### src/sv/hvd_pkg.sv
// Package for the hydraulic valve drive: field widths, valve type codes and duty constants.
`default_nettype none

package hvd_pkg;

	localparam int unsigned CmdW   = 11;
	localparam int unsigned DutyW  = 11;
	localparam int unsigned TypeW  = 3;
	localparam int unsigned AmpW   = 7;
	localparam int unsigned DirW   = 2;
	localparam int unsigned InW    = 16;
	localparam int unsigned OutW   = 16;
	localparam int unsigned CfgIdxW = 1;
	localparam int unsigned CfgW   = 7;

	// Valve type codes
	localparam logic [TypeW-1:0] VT_NONE     = 3'd0;
	localparam logic [TypeW-1:0] VT_TWO_COIL = 3'd1;
	localparam logic [TypeW-1:0] VT_DITHERED = 3'd2;
	localparam logic [TypeW-1:0] VT_COARSE   = 3'd3;
	localparam logic [TypeW-1:0] VT_DISK     = 3'd4;
	localparam logic [TypeW-1:0] VT_RAW      = 3'd5;

	// Configuration register indexes
	localparam logic [CfgIdxW-1:0] REG_VALVE_TYPE = 1'd0;
	localparam logic [CfgIdxW-1:0] REG_DITHER_AMP = 1'd1;

	// Item kinds on the input tuser
	localparam logic ACT_SET  = 1'b0;
	localparam logic ACT_TICK = 1'b1;

	// Direction codes
	localparam logic [DirW-1:0] DIR_NONE = 2'd0;
	localparam logic [DirW-1:0] DIR_A    = 2'd1;
	localparam logic [DirW-1:0] DIR_B    = 2'd2;

	localparam logic [AmpW-1:0] AMP_RESET = 7'd10;

	// Reciprocals for division by 5, 10 and 125 of magnitudes up to 1024.
	localparam logic [11:0] RECIP5   = 12'd3277;   // shift 14
	localparam logic [12:0] RECIP10  = 13'd6554;   // shift 16
	localparam logic [13:0] RECIP125 = 14'd8389;   // shift 20

	// Dithered type: duty = floor(v * 26 / 25) - 40, with v = 450/550 +- c/5.
	localparam logic signed [11:0] FINE_POS_BASE = 12'sd532;
	localparam logic signed [11:0] FINE_NEG_BASE = 12'sd428;
	localparam logic signed [11:0] FINE_ZERO     = 12'sd480;
	// Coarse type: 440/550 +- c/10, centre 480.
	localparam logic signed [11:0] COARSE_POS_BASE = 12'sd550;
	localparam logic signed [11:0] COARSE_NEG_BASE = 12'sd440;
	localparam logic signed [11:0] COARSE_ZERO     = 12'sd480;

	// Direction thresholds of the dithered type
	localparam logic signed [DutyW-1:0] DIR_LOW_LIM  = 11'sd430;
	localparam logic signed [DutyW-1:0] DIR_HIGH_LIM = 11'sd530;

	localparam logic signed [11:0] DUTY_MAX = 12'sd1000;

	typedef struct packed {
		logic [DirW-1:0]         direction;
		logic                    coil_b;
		logic                    coil_a;
		logic                    pwm_used;
		logic signed [DutyW-1:0] pwm_duty;
	} result_t;

endpackage

`default_nettype wire

### src/sv/hydraulic_valve_drive.sv
// Hydraulic valve drive: turns set and dither tick items into coil levels and a PWM duty.
//
// Input channel s_*: one item per handshake. s_tuser is the item kind (set or
// 100 ms dither tick); s_tdata carries the command and the mode flags.
// Output channel m_*: zero or one result item per input item, with duty,
// coil levels and the direction the valve had before the item.
// Configuration: cfg_we/cfg_index/cfg_data write valve type (index 0) and
// dither amplitude (index 1); the user must write them only while the block is
// idle, which the block itself does not enforce. An accepted item is held in
// the input register; its result is loaded into the output register when that
// register is empty or being read, and m_tvalid then rises if there is a result.
// Throughput: one item per cycle; the input register drains into the output
// register whenever that register is empty or being read.
// When the receiver stalls, the result holds in the output register, the
// next item waits in the input register, and s_tready drops until m_tready.
// Reset clears both valid flags, the valve type (none), the stored duty, the
// coil levels and the dither phase; the dither amplitude resets to 10.
`default_nettype none

module hydraulic_valve_drive (
	input  wire                          clk,
	input  wire                          arst_n,
	input  wire                          s_tvalid,
	output logic                         s_tready,
	// [10:0] command, [11] manual_mode, [12] oil_present, [13] emergency, [15:14] zero
	input  wire  [hvd_pkg::InW-1:0]      s_tdata,
	// [0] action
	input  wire                          s_tuser,
	output logic                         m_tvalid,
	input  wire                          m_tready,
	// [10:0] pwm_duty, [11] pwm_used, [12] coil_a, [13] coil_b, [15:14] direction
	output logic [hvd_pkg::OutW-1:0]     m_tdata,
	input  wire                          cfg_we,
	input  wire  [hvd_pkg::CfgIdxW-1:0]  cfg_index,
	input  wire  [hvd_pkg::CfgW-1:0]     cfg_data
);
	import hvd_pkg::*;

	// Configuration registers
	logic [TypeW-1:0] valve_type_q;
	logic [AmpW-1:0]  dither_amp_q;

	// Valve state
	logic signed [DutyW-1:0] stored_duty_q;
	logic                    coil_a_q;
	logic                    coil_b_q;
	logic [1:0]              phase_q;

	// Input register
	logic                    valid_s1;
	logic                    action_s1;
	logic signed [CmdW-1:0]  command_s1;
	logic                    manual_s1;
	logic                    enabled_s1;

	// Output register
	logic    out_valid_q;
	result_t out_q;

	logic advance;

	// Next state and result
	logic signed [DutyW-1:0] duty_d;
	logic                    coil_a_d;
	logic                    coil_b_d;
	logic [1:0]              phase_d;
	logic                    emit;
	result_t                 res;
	logic [DirW-1:0]         dir;

	// Arithmetic
	logic [CmdW-1:0]         mag;
	logic [22:0]             prod5;
	logic [23:0]             prod10;
	logic [24:0]             prod125;
	logic [7:0]              q5;
	logic [6:0]              q10;
	logic [3:0]              k125;
	logic [7:0]              k125_x25;
	logic                    rem25;
	logic signed [11:0]      fine_duty;
	logic signed [11:0]      coarse_duty;
	logic [1:0]              phase_inc;
	logic signed [11:0]      dither_term;
	logic signed [11:0]      dither_sum;
	logic signed [DutyW-1:0] dither_duty;

	always_ff @(posedge clk or negedge arst_n) begin
		if (!arst_n) begin
			valve_type_q <= VT_NONE;
			dither_amp_q <= AMP_RESET;
		end else if (cfg_we) begin
			unique case (cfg_index)
				REG_VALVE_TYPE: valve_type_q <= cfg_data[TypeW-1:0];
				REG_DITHER_AMP: dither_amp_q <= cfg_data[AmpW-1:0];
				default: ;
			endcase
		end
	end

	assign advance  = valid_s1 && (!out_valid_q || m_tready);
	assign s_tready = !valid_s1 || advance;

	always_ff @(posedge clk or negedge arst_n) begin
		if (!arst_n) begin
			valid_s1 <= 1'b0;
		end else if (s_tready) begin
			valid_s1 <= s_tvalid;
		end
	end

	always_ff @(posedge clk) begin
		if (s_tvalid && s_tready) begin
			action_s1  <= s_tuser;
			command_s1 <= $signed(s_tdata[CmdW-1:0]);
			manual_s1  <= s_tdata[11];
			enabled_s1 <= s_tdata[12] && !s_tdata[13];
		end
	end

	// Magnitude of the command and its quotients by reciprocal multiplication.
	always_comb begin
		mag      = command_s1[CmdW-1] ? CmdW'(-command_s1) : CmdW'(command_s1);
		prod5    = 23'(mag) * 23'(RECIP5);
		prod10   = 24'(mag) * 24'(RECIP10);
		prod125  = 25'(mag) * 25'(RECIP125);
		q5       = prod5[21:14];
		q10      = prod10[22:16];
		k125     = prod125[23:20];
		// floor(q5/25) equals floor(mag/125); a remainder means the ceiling is one higher.
		k125_x25 = 8'(k125) * 8'd25;
		rem25    = (q5 != k125_x25);
	end

	always_comb begin
		if (command_s1 > 0) begin
			fine_duty   = FINE_POS_BASE + $signed({4'b0, q5}) + $signed({8'b0, k125});
			coarse_duty = COARSE_POS_BASE + $signed({5'b0, q10});
		end else if (command_s1 < 0) begin
			fine_duty   = FINE_NEG_BASE - $signed({4'b0, q5}) - $signed({8'b0, k125})
				- $signed({11'b0, rem25});
			coarse_duty = COARSE_NEG_BASE - $signed({5'b0, q10});
		end else begin
			fine_duty   = FINE_ZERO;
			coarse_duty = COARSE_ZERO;
		end
	end

	// Dither: counter 0, 1, 2, -1 times the amplitude, added to the stored duty.
	always_comb begin
		phase_inc = phase_q + 2'd1;
		unique case (phase_inc)
			2'd0: dither_term = 12'sd0;
			2'd1: dither_term = $signed({5'b0, dither_amp_q});
			2'd2: dither_term = $signed({4'b0, dither_amp_q, 1'b0});
			2'd3: dither_term = -$signed({5'b0, dither_amp_q});
			default: dither_term = 12'sd0;
		endcase
		dither_sum = 12'(stored_duty_q) + dither_term;
		if (dither_sum < 0) begin
			dither_duty = '0;
		end else if (dither_sum > DUTY_MAX) begin
			dither_duty = DutyW'(DUTY_MAX);
		end else begin
			dither_duty = DutyW'(dither_sum);
		end
	end

	always_comb begin
		if (valve_type_q == VT_TWO_COIL || valve_type_q == VT_DISK) begin
			dir = coil_a_q ? DIR_A : (coil_b_q ? DIR_B : DIR_NONE);
		end else if (valve_type_q == VT_DITHERED && stored_duty_q < DIR_LOW_LIM) begin
			dir = DIR_A;
		end else if (valve_type_q == VT_DITHERED && stored_duty_q > DIR_HIGH_LIM) begin
			dir = DIR_B;
		end else begin
			dir = DIR_NONE;
		end
	end

	always_comb begin
		duty_d   = stored_duty_q;
		coil_a_d = coil_a_q;
		coil_b_d = coil_b_q;
		phase_d  = phase_q;
		emit     = 1'b0;
		res      = '0;
		res.direction = dir;
		if (action_s1 == ACT_TICK) begin
			if (valve_type_q == VT_DITHERED) begin
				phase_d      = phase_inc;
				emit         = 1'b1;
				res.pwm_used = 1'b1;
				res.pwm_duty = enabled_s1 ? dither_duty : '0;
			end
		end else begin
			unique case (valve_type_q)
				VT_TWO_COIL: begin
					coil_a_d   = command_s1 < 0;
					coil_b_d   = command_s1 > 0;
					emit       = 1'b1;
					res.coil_a = enabled_s1 && coil_a_d;
					res.coil_b = enabled_s1 && coil_b_d;
				end
				VT_DISK: begin
					coil_a_d   = command_s1 != 0;
					emit       = 1'b1;
					res.coil_a = enabled_s1 && coil_a_d;
				end
				VT_DITHERED: begin
					duty_d       = DutyW'(fine_duty);
					emit         = 1'b1;
					res.pwm_used = 1'b1;
					res.pwm_duty = enabled_s1 ? duty_d : '0;
				end
				VT_COARSE: begin
					duty_d       = DutyW'(coarse_duty);
					emit         = 1'b1;
					res.pwm_used = 1'b1;
					res.pwm_duty = enabled_s1 ? duty_d : '0;
				end
				VT_RAW: begin
					duty_d       = command_s1;
					emit         = 1'b1;
					res.pwm_used = 1'b1;
					res.pwm_duty = enabled_s1 ? command_s1 : '0;
					res.coil_a   = enabled_s1 && (command_s1 == 11'sd1);
				end
				default: ;
			endcase
		end
		// Manual mode keeps the state update but drops the result.
		if (manual_s1) begin
			emit = 1'b0;
		end
	end

	always_ff @(posedge clk or negedge arst_n) begin
		if (!arst_n) begin
			stored_duty_q <= '0;
			coil_a_q      <= 1'b0;
			coil_b_q      <= 1'b0;
			phase_q       <= 2'd0;
		end else if (advance) begin
			stored_duty_q <= duty_d;
			coil_a_q      <= coil_a_d;
			coil_b_q      <= coil_b_d;
			phase_q       <= phase_d;
		end
	end

	always_ff @(posedge clk or negedge arst_n) begin
		if (!arst_n) begin
			out_valid_q <= 1'b0;
		end else if (advance) begin
			out_valid_q <= emit;
		end else if (m_tready) begin
			out_valid_q <= 1'b0;
		end
	end

	always_ff @(posedge clk) begin
		if (advance && emit) begin
			out_q <= res;
		end
	end

	assign m_tvalid = out_valid_q;
	assign m_tdata  = out_q;

	// A result that drives the PWM output never drives coil B.
	a_pwm_no_coil_b: assert property (@(posedge clk) disable iff (!arst_n)
		m_tvalid && out_q.pwm_used |-> !out_q.coil_b)
		else $error("coil B driven together with PWM");

	// Coil-only results carry zero duty.
	a_coil_zero_duty: assert property (@(posedge clk) disable iff (!arst_n)
		m_tvalid && !out_q.pwm_used |-> out_q.pwm_duty == '0)
		else $error("duty nonzero on coil-only result");

	// A waiting result holds its data until it is taken.
	a_hold_stable: assert property (@(posedge clk) disable iff (!arst_n)
		m_tvalid && !m_tready |=> m_tvalid && $stable(m_tdata))
		else $error("result changed while stalled");

	// A dither tick result stays within the duty range.
	a_tick_range: assert property (@(posedge clk) disable iff (!arst_n)
		advance && emit && action_s1 == ACT_TICK |=>
		out_q.pwm_duty >= 0 && out_q.pwm_duty <= 11'sd1000)
		else $error("dithered duty out of range");

	// The dither phase only moves on an accepted tick.
	a_phase_on_tick: assert property (@(posedge clk) disable iff (!arst_n)
		!(advance && action_s1 == ACT_TICK) |=> $stable(phase_q))
		else $error("dither phase moved without a tick");

endmodule

`default_nettype wire
### config.mk
export PLATFORM = sky130hd
export DESIGN_NAME = hydraulic_valve_drive
export DESIGN_NICKNAME = d
export VERILOG_FILES = /design/src/sv/hvd_pkg.sv /design/src/sv/hydraulic_valve_drive.sv
export SDC_FILE = /design/constraint.sdc
export NUM_CORES = 1
export LEC_CHECK = 0
export ABC_AREA = 1
export CAP_MARGIN = 10
export CORE_MARGIN = 10
export CORE_UTILIZATION = 30
export DETAILED_ROUTE_END_ITERATION = 6
export DONT_BUFFER_PORTS = 1
export PLACE_DENSITY_LB_ADDON = 0.1
export SLEW_MARGIN = 20
export SYNTH_ARGS = -nofsm -noshare
export SYNTH_HDL_FRONTEND = slang
export SYNTH_SLANG_ARGS = --single-unit
### constraint.sdc
create_clock -name clk -period 21.4 [get_ports clk]
set_input_delay 1.07 -clock clk [delete_from_list [all_inputs] [get_ports clk]]
set_output_delay 1.07 -clock clk [all_outputs]
set_load 0.005 [all_outputs]
==> results of run 1 <==
[cells by family after synthesis]
group | after synthesis | share of synthesized area, %
AO/OA/AOI/OAI | 159 | 10.5
flip-flops | 57 | 18.2
buffers and inverters | 219 | 9.58
AND/OR/NAND/NOR | 446 | 23.3
adder cells (fa/ha/maj) | 205 | 33.7
multiplexers | 1 | 0.129
XOR/XNOR | 44 | 4.65
[path summary, 6_finish.rpt]
| kind | cells past startpoint | end | slack [ps] | start |
|---|---|---|---|---|
| min in group clk | 2 | valve_type_q[2] | 510 | valve_type_q[2] |
| setup reg to reg | 40 | m_tdata[5] | 12370 | command_s1[10] |
| setup / recovery | 40 | m_tdata[5] | 12370 | command_s1[10] |
| hold reg to reg | 2 | valve_type_q[2] | 510 | valve_type_q[2] |
| hold / removal | 0 | coil_a_q | 430 | arst_n |
| max in group asynchronous | 0 | dither_amp_q[1] | 20780 | arst_n |
[routing by layer]
metal	wire length, um	vias to the layer above	global-route usage (%)
li1	-	3719	-
met3	838	8	1.87
met2	10300	111	20.8
met1	13000	3310	20.4
met5	0	-	0
met4	95	0	1.30
[layout make-up]
type	count	area, um^2
fillers	3082	19200
well taps	384	480
clock buffers	10	229
repair buffers	6	45.0
flip-flops and latches	57	1580
inverters	210	793
multi-input cells	855	6290
clock inverters	6	35.0
[Yosys cell counts (6+ instances only)]
cell type  instances  area (um^2)
nor2_1            82          308
nand2_1          233          875
o21ai_1           11         55.1
xor2_1            30          263
o22ai_1            6         37.5
a31oi_1            8         50.1
nand3b_1           6         45.0
edfxtp_1          30          901
fa_1              49          981
inv_2             11         41.3
dfrtp_1           25          626
nor3_1            13         65.1
a21oi_1           65          325
xnor2_1           13          114
nand4_1            7         43.8
nand3_1           63          315
ha_1             156         1950
nand2_4            7         78.8
o21ai_0           39          195
nand2_2           11         68.8
inv_1            196          736
[flip-flops by register name, summed over array words and instances (netlist names), 2 cells and up]
register,count
valve_type_q,3
m_tdata,16
dither_amp_q,7
phase_q,2
stored_duty_q,11
command_s1,11
[through the flow]
step	setup WS (ps)	util [%]	area [um^2]	hold slack, ps
global route	11740	33.0	9450	419
floorplan	13860	-	8700	437
detailed placement	12310	32.1	9190	509
global placement	12250	32.1	9190	498
CTS	12280	33.0	9450	425
finish	12370	33.0	9450	435
[critical path: cells and delay by family, from the launching register on]
family / cells / cell delay [ps]
flip-flops: 1 / 320
AO/OA/AOI/OAI: 5 / 1040
AND/OR/NAND/NOR: 15 / 1410
buffers and inverters: 5 / 950
XOR/XNOR: 4 / 1390
adder cells (fa/ha/maj): 11 / 3640
==> flow_summary.yaml, run 1 <==
status:
  status: "finished, violations left"
  violations: "design-rule violations"
layout:
  n_antenna_cell: 0
  final_common_cell: "nand2_1"
  drive_gt1_share_pct: 6.73
  final_nets: 1374
  area_growth_pct: 8.67
  layout.cells.non_filler: 1528
  layout_common_cells: "233 x nand2_1, 196 x inv_1, 156 x ha_1"
grt:
  grt-ovfl-total: 0
  grt_pass1_vias: 7220
  antenna_found_initial: 0
  track_usage_pct: 13.6
  grt_pass1_wl_um: 39400
  grt_max_degree: 28
placement:
  place_hpwl_um: 21100
  place_congestion: 0.838
  portBuffers: 0
  post-place-cells: 1512
synthesis:
  synth-main-ff-cell: "edfxtp_1"
  synth_cells: 1131
  syn-num-nets: 1366
  netlist_area_um2: 8700
  yosys_warnings: 0
  ys_seq_elements: 57
  synth_area_per_cell_um2: 7.69
  ys_seq_area_share_pct: 18.2
  synth_edf_count: 30
  ys_types: 54
  synthArstFlopShare_pct: 47.4
floorplan:
  dieArea_um2: 36200
  io_pins: 48
  die_x_um: 190
  die_h_um: 190
  initial_utilization_pct: 30.4
  core_um2: 28600
  core.rowCount: 62
sta:
  fin_crit_ps: 9030
  rsz0062_at_grt: "false"
  finalHoldViolations: 0
  setup_viol: 0
  fin_setup_tns_ps: 0
  fmax_mhz: 111
  worst_pin_slew_ps: 803
  min_period_over_period_pct: 42.2
  slew_violations: 0
  slew-limit-headroom_pct: 46.3
  skew_ps: 10.2
clock_network:
  cts_inserted_buffers: 9
  cts_sinks: 57
  cts_max_level: 3
  holdBufCountCts: 0
  postCtsSetupBuffers: 0
  cts_resized: 0
  clkTransAtPathRegs_ps: 60
  clk_path_buf_depth: 2
  clkLatencyLatePin_ps: 330
  ctsRootBufferMaster: "clkbuf_16"
  cts_tree: "yes"
critical_path:
  critPathSlowestCell: "xor2_1"
  critical_path_class: "flop to flop"
  worstPathArrival_ps: 9100
  endpoint_kind: "flop"
  required_ps: 21470
  start_kind: "flop"
  timing.critical_path.fanout_max: 23
  slowest_delay_ps: 570
worst_hold_path:
  min_path_type: "primary input to asynchronous set/reset pin"
drt:
  viasPerCell: 4.68
  drc: 2
  drt-pass1-iter-count: 7
  wl_per_cell_um: 15.8
  via_count: 7148
  drt_wl_total_um: 24200
  drt_iter0_markers: 457
  ant_nets: 0
run:
  max_cap_viol_count: 0
Power of run 1 is left out: the tool's default activity adds up to more than one toggle a clock period on the data nets, which glitch-free logic cannot reach.
==> run 2: changes to the inputs <==
Clock period 21.4 ns to 7.85 ns, I/O delays scaled along.
==> flow_summary.yaml, run 2 (synthesis results as in run 1) <==
placement:
  place_congestion: 0.844
  place_hpwl_um: 22100
  portBuffers: 0
  preCtsSetupSlack_ps: -158
  placed_area_um2: 10000
layout:
  drive_gt1_share_pct: 24.4
  final_common_cell: "nand2_1"
  n_antenna_cell: 0
  fill_cells: 2972
  area_growth_pct: 28.6
  largest_register_ff_count: 16
  fin_util_pct: 39.1
  layout_common_cells: "216 x nand2_1, 187 x inv_1, 132 x buf_4"
  final_nets: 1505
  finalInstanceArea_um2: 11200
clock_network:
  clk_path_buf_depth: 2
  clkLatencyLatePin_ps: 330
  cts_inserted_buffers: 9
  ctsRootBufferMaster: "clkbuf_16"
  clkTransAtPathRegs_ps: 60
  cts_max_level: 3
  cts_sinks: 57
  cts_tree: "yes"
drt:
  viasPerCell: 4.66
  ant_nets: 0
  wl_per_cell_um: 15.5
  drt_iter0_markers: 418
  drt_wl_total_um: 25700
  drt-pass1-iter-count: 5
  via_count: 7736
  drc: 0
run:
  max_cap_viol_count: 0
critical_path:
  rr_worst_depth: 43
  timing.critical_path.fanout_max: 4
  endpoint_kind: "flop"
  start_kind: "flop"
  r2r_end: "m_tdata[7]"
  worstPathArrival_ps: 7660
  reg2reg_slack_ps: 270
  critical_path_class: "flop to flop"
  critPathSlowestCell: "fa_1"
  r2r_start: "command_s1[0]"
  cpMostUsedCell: "nand2_1"
  required_ps: 7930
  slowest_delay_ps: 500
grt:
  grt-ovfl-total: 0
  grt_pass1_vias: 7504
  grt_pass1_wl_um: 41000
  track_usage_pct: 14.2
  grt_max_degree: 28
  antenna_found_initial: 0
sta:
  finalHoldViolations: 0
  fmax_mhz: 132
  rsz0062_at_grt: "true"
  slew_violations: 0
  fin_crit_ps: 7580
  worst_pin_slew_ps: 659
  setup_viol: 0
  min_period_over_period_pct: 96.6
  setup_ws_ps: 266
  skew_ps: 11.3
  slew-limit-headroom_pct: 55.9
floorplan:
  dieArea_um2: 36200
  core_um2: 28600
  io_pins: 48
  die_h_um: 190
  initial_utilization_pct: 30.4
  core.rowCount: 62
  die_x_um: 190
status:
  status: "complete, no violations"
worst_hold_path:
  min_path_type: "primary input to flop"
  min-delay-start: "s_tdata[11]"
  hold_depth: 0
  min_to: "manual_s1"
## run 2: changes by cell type in the layout (fill, tap and decap cells not counted), moves of 10 or more
cell,previous run,this run
a21oi_1,65,55
buf_4,6,132
ha_1,156,126
ha_4,0,27
nand2_1,233,216
nand2_2,11,26
## run 2: through the flow
stage	TNS, ps	cells	hold WS [ps]
global placement	-162	1626	99.0
floorplan	0	1131	96.9
CTS	0	1644	141
detailed placement	-586	1626	98.8
global route	-813	1659	133
finish	0	1659	150
## run 2: what timing repair did
item | 4_1_cts | 5_1_grt
gates resized for setup | 7 | 119
endpoints found under the setup margin | 11 | 17
pin swaps | 3 | 79
buffers inserted | 0 | 16
hold buffers | 2 | 0
hold endpoints to repair | 27 | 0
## run 2: how the worst max path moves through the flow
stage	cells after the start	slack, ps	startpoint	endpoint
final	43	270	command_s1[0]	m_tdata[7]
after global routing	45	-160	command_s1[2]	m_tdata[7]
after CTS	40	5	command_s1[0]	m_tdata[7]
after detailed placement	40	-160	command_s1[0]	m_tdata[7]
after global placement	44	-80	command_s1[0]	m_tdata[7]
after floorplan	40	310	command_s1[0]	m_tdata[7]
## run 2: worst max-delay path, delay by kind of cell (launching register included)
kind	cells	cell delay [ps]
xor gates and xnor gates	4	970
AOI/OAI and AO/OA	6	910
buffers and inverters	9	810
DFF	1	450
adders and majority gates	11	3270
and+or+nand+nor	13	910
## run 2: area by class of cell
class | instances | area (um^2) | area share, %
tap | 384 | 480 | 4.30
timing repair buffer | 137 | 1050 | 9.43
sequential | 57 | 1580 | 14.1
clock inverter | 5 | 41.3 | 0.369
clock buffer | 11 | 275 | 2.46
inverter | 210 | 793 | 7.09
multi-input combinational | 855 | 6960 | 62.2
## run 2: routing by layer
layer  share of wire (%)  wire (um)  up-vias  track usage (%)
met1                  53      13600     3633             21.3
met3                 3.8        970        7             2.43
met4                0.52        133        0             1.61
met2                  43      11000      116             21.3
li1                    -          -     3980                -
met5                   0          0        -                0
Power of run 2 is left out for the same reason.
==> run 3: changes to the inputs <==
Settings changed: CORE_MARGIN 10 to 2, CTS_BUF_LIST set to sky130_fd_sc_hd__clkbuf_4 sky130_fd_sc_hd__clkbuf_8, SETUP_SLACK_MARGIN set to 0.5.
==> flow_summary.yaml, run 3 (synthesis results as in run 1) <==
critical_path:
  required_ps: 8090
  worstPathArrival_ps: 7670
  timing.critical_path.fanout_max: 3
  critical_path_class: "flop to flop"
  cpMostUsedCell: "nand2_2"
  endpoint_kind: "flop"
  critPathSlowestCell: "fa_1"
  start_kind: "flop"
  slowest_delay_ps: 550
drt:
  viasPerCell: 4.66
  drt_iter0_markers: 425
  drt_wl_total_um: 24800
  drt-pass1-iter-count: 5
  ant_nets: 0
  via_count: 7532
  drc: 0
  wl_per_cell_um: 15.3
sta:
  timing.hold.ws_ps: 129
  setup_viol: 0
  finalHoldViolations: 0
  worst_pin_slew_ps: 649
  slew-limit-headroom_pct: 56.6
  skew_ps: 11.1
  rsz0062_at_grt: "true"
  fin_crit_ps: 7430
  min_period_over_period_pct: 94.6
  slew_violations: 0
  fmax_mhz: 135
clock_network:
  clkTransAtPathRegs_ps: 80
  cts_inserted_buffers: 9
  cts_sinks: 57
  cts_tree: "yes"
  ctsRootBufferMaster: "clkbuf_8"
  clk_path_buf_depth: 2
  cts_max_level: 3
  clkLatencyLatePin_ps: 350
floorplan:
  dieArea_um2: 30400
  die_h_um: 174
  io_pins: 48
  core.rowCount: 62
  die_x_um: 174
  initial_utilization_pct: 30.4
  core_um2: 28600
status:
  status: "complete, no violations"
layout:
  final_nets: 1463
  n_antenna_cell: 0
  largest_register_ff_count: 16
  fin_util_pct: 37.4
  area_growth_pct: 23.2
  drive_gt1_share_pct: 22.3
  final_common_cell: "nand2_1"
  layout_common_cells: "211 x nand2_1, 189 x inv_1, 137 x ha_1"
grt:
  track_usage_pct: 16.8
  grt-ovfl-total: 0
  antenna_found_initial: 0
  grt_max_degree: 28
  grt_pass1_vias: 7486
  grt_pass1_wl_um: 40400
placement:
  place_congestion: 0.842
  place_hpwl_um: 21200
  portBuffers: 0
worst_hold_path:
  min_path_type: "primary input to flop"
run:
  max_cap_viol_count: 0
==> run 3: cell count changes in the layout (fill, tap and decap cells not counted), moves of 4 or more <==
cell / previous run / this run
nand2_1: 216 / 211
xor2_1: 25 / 21
buf_4: 132 / 88
clkbuf_16: 11 / 0
nand2_2: 26 / 32
a21oi_1: 55 / 49
nand3_1: 55 / 51
ha_1: 126 / 137
ha_4: 27 / 16
clkbuf_8: 0 / 9
a21oi_2: 8 / 15
nand3_2: 13 / 17
==> run 3: path summary, 6_finish.rpt <==
check | cells past startpoint | start | slack (ps) | to
min | 0 | s_tdata[4] | 130 | command_s1[4]
max in group asynchronous | 2 | arst_n | 7100 | dither_amp_q[1]
min reg2reg | 2 | dither_amp_q[1] | 530 | dither_amp_q[1]
max | 47 | command_s1[3] | 420 | stored_duty_q[6]
min in group asynchronous | 2 | arst_n | 500 | stored_duty_q[3]
max reg2reg | 47 | command_s1[3] | 420 | stored_duty_q[6]
==> run 3: cell type report <==
class,instances,area [um^2]
multi-input cells,855,6920
clock buffers,10,131
flip-flops and latches,57,1580
inverters,210,793
fillers,2986,17900
well taps,384,480
repair buffers,95,756
clock inverters,6,58.8
==> run 3: per-layer routing <==
layer | global-route usage (%) | wire (um) | vias up
li1 | - | - | 3888
met1 | 25.7 | 13100 | 3490
met2 | 25.1 | 10500 | 139
met3 | 2.65 | 932 | 15
met4 | 2.52 | 278 | 0
met5 | 0 | 0 | -
==> run 3: critical path, delay by kind of cell, from the launching register on <==
family                     cells  cell delay, ps
adders and majority gates     10            3390
and+or+nand+nor               19            1470
AOI/OAI and AO/OA              7             900
buffers and inverters          7             560
xor gates and xnor gates       4             540
DFF                            1             450
==> run 3: per-stage QoR <==
| step | area [um^2] | setup TNS, ps | cells | setup WS, ps |
|---|---|---|---|---|
| final | 10700 | 0 | 1617 | 422 |
| after global routing | 10700 | -115 | 1617 | -60.3 |
| after CTS | 10400 | 0 | 1608 | 241 |
| after detailed placement | 9710 | -382 | 1574 | -97.5 |
| after global placement | 9710 | 0 | 1574 | 16.5 |
| after floorplan | 8750 | 0 | 1131 | 500 |
==> run 3: timing repair <==
item / 4_1_cts / 5_1_grt
hold endpoints to repair: 27 / 0
pin swaps: 57 / 81
buffers inserted: 16 / 9
hold buffers: 2 / 0
setup endpoints to repair: 18 / 18
resized for setup: 59 / 63
Power of run 3 is left out for the same reason.
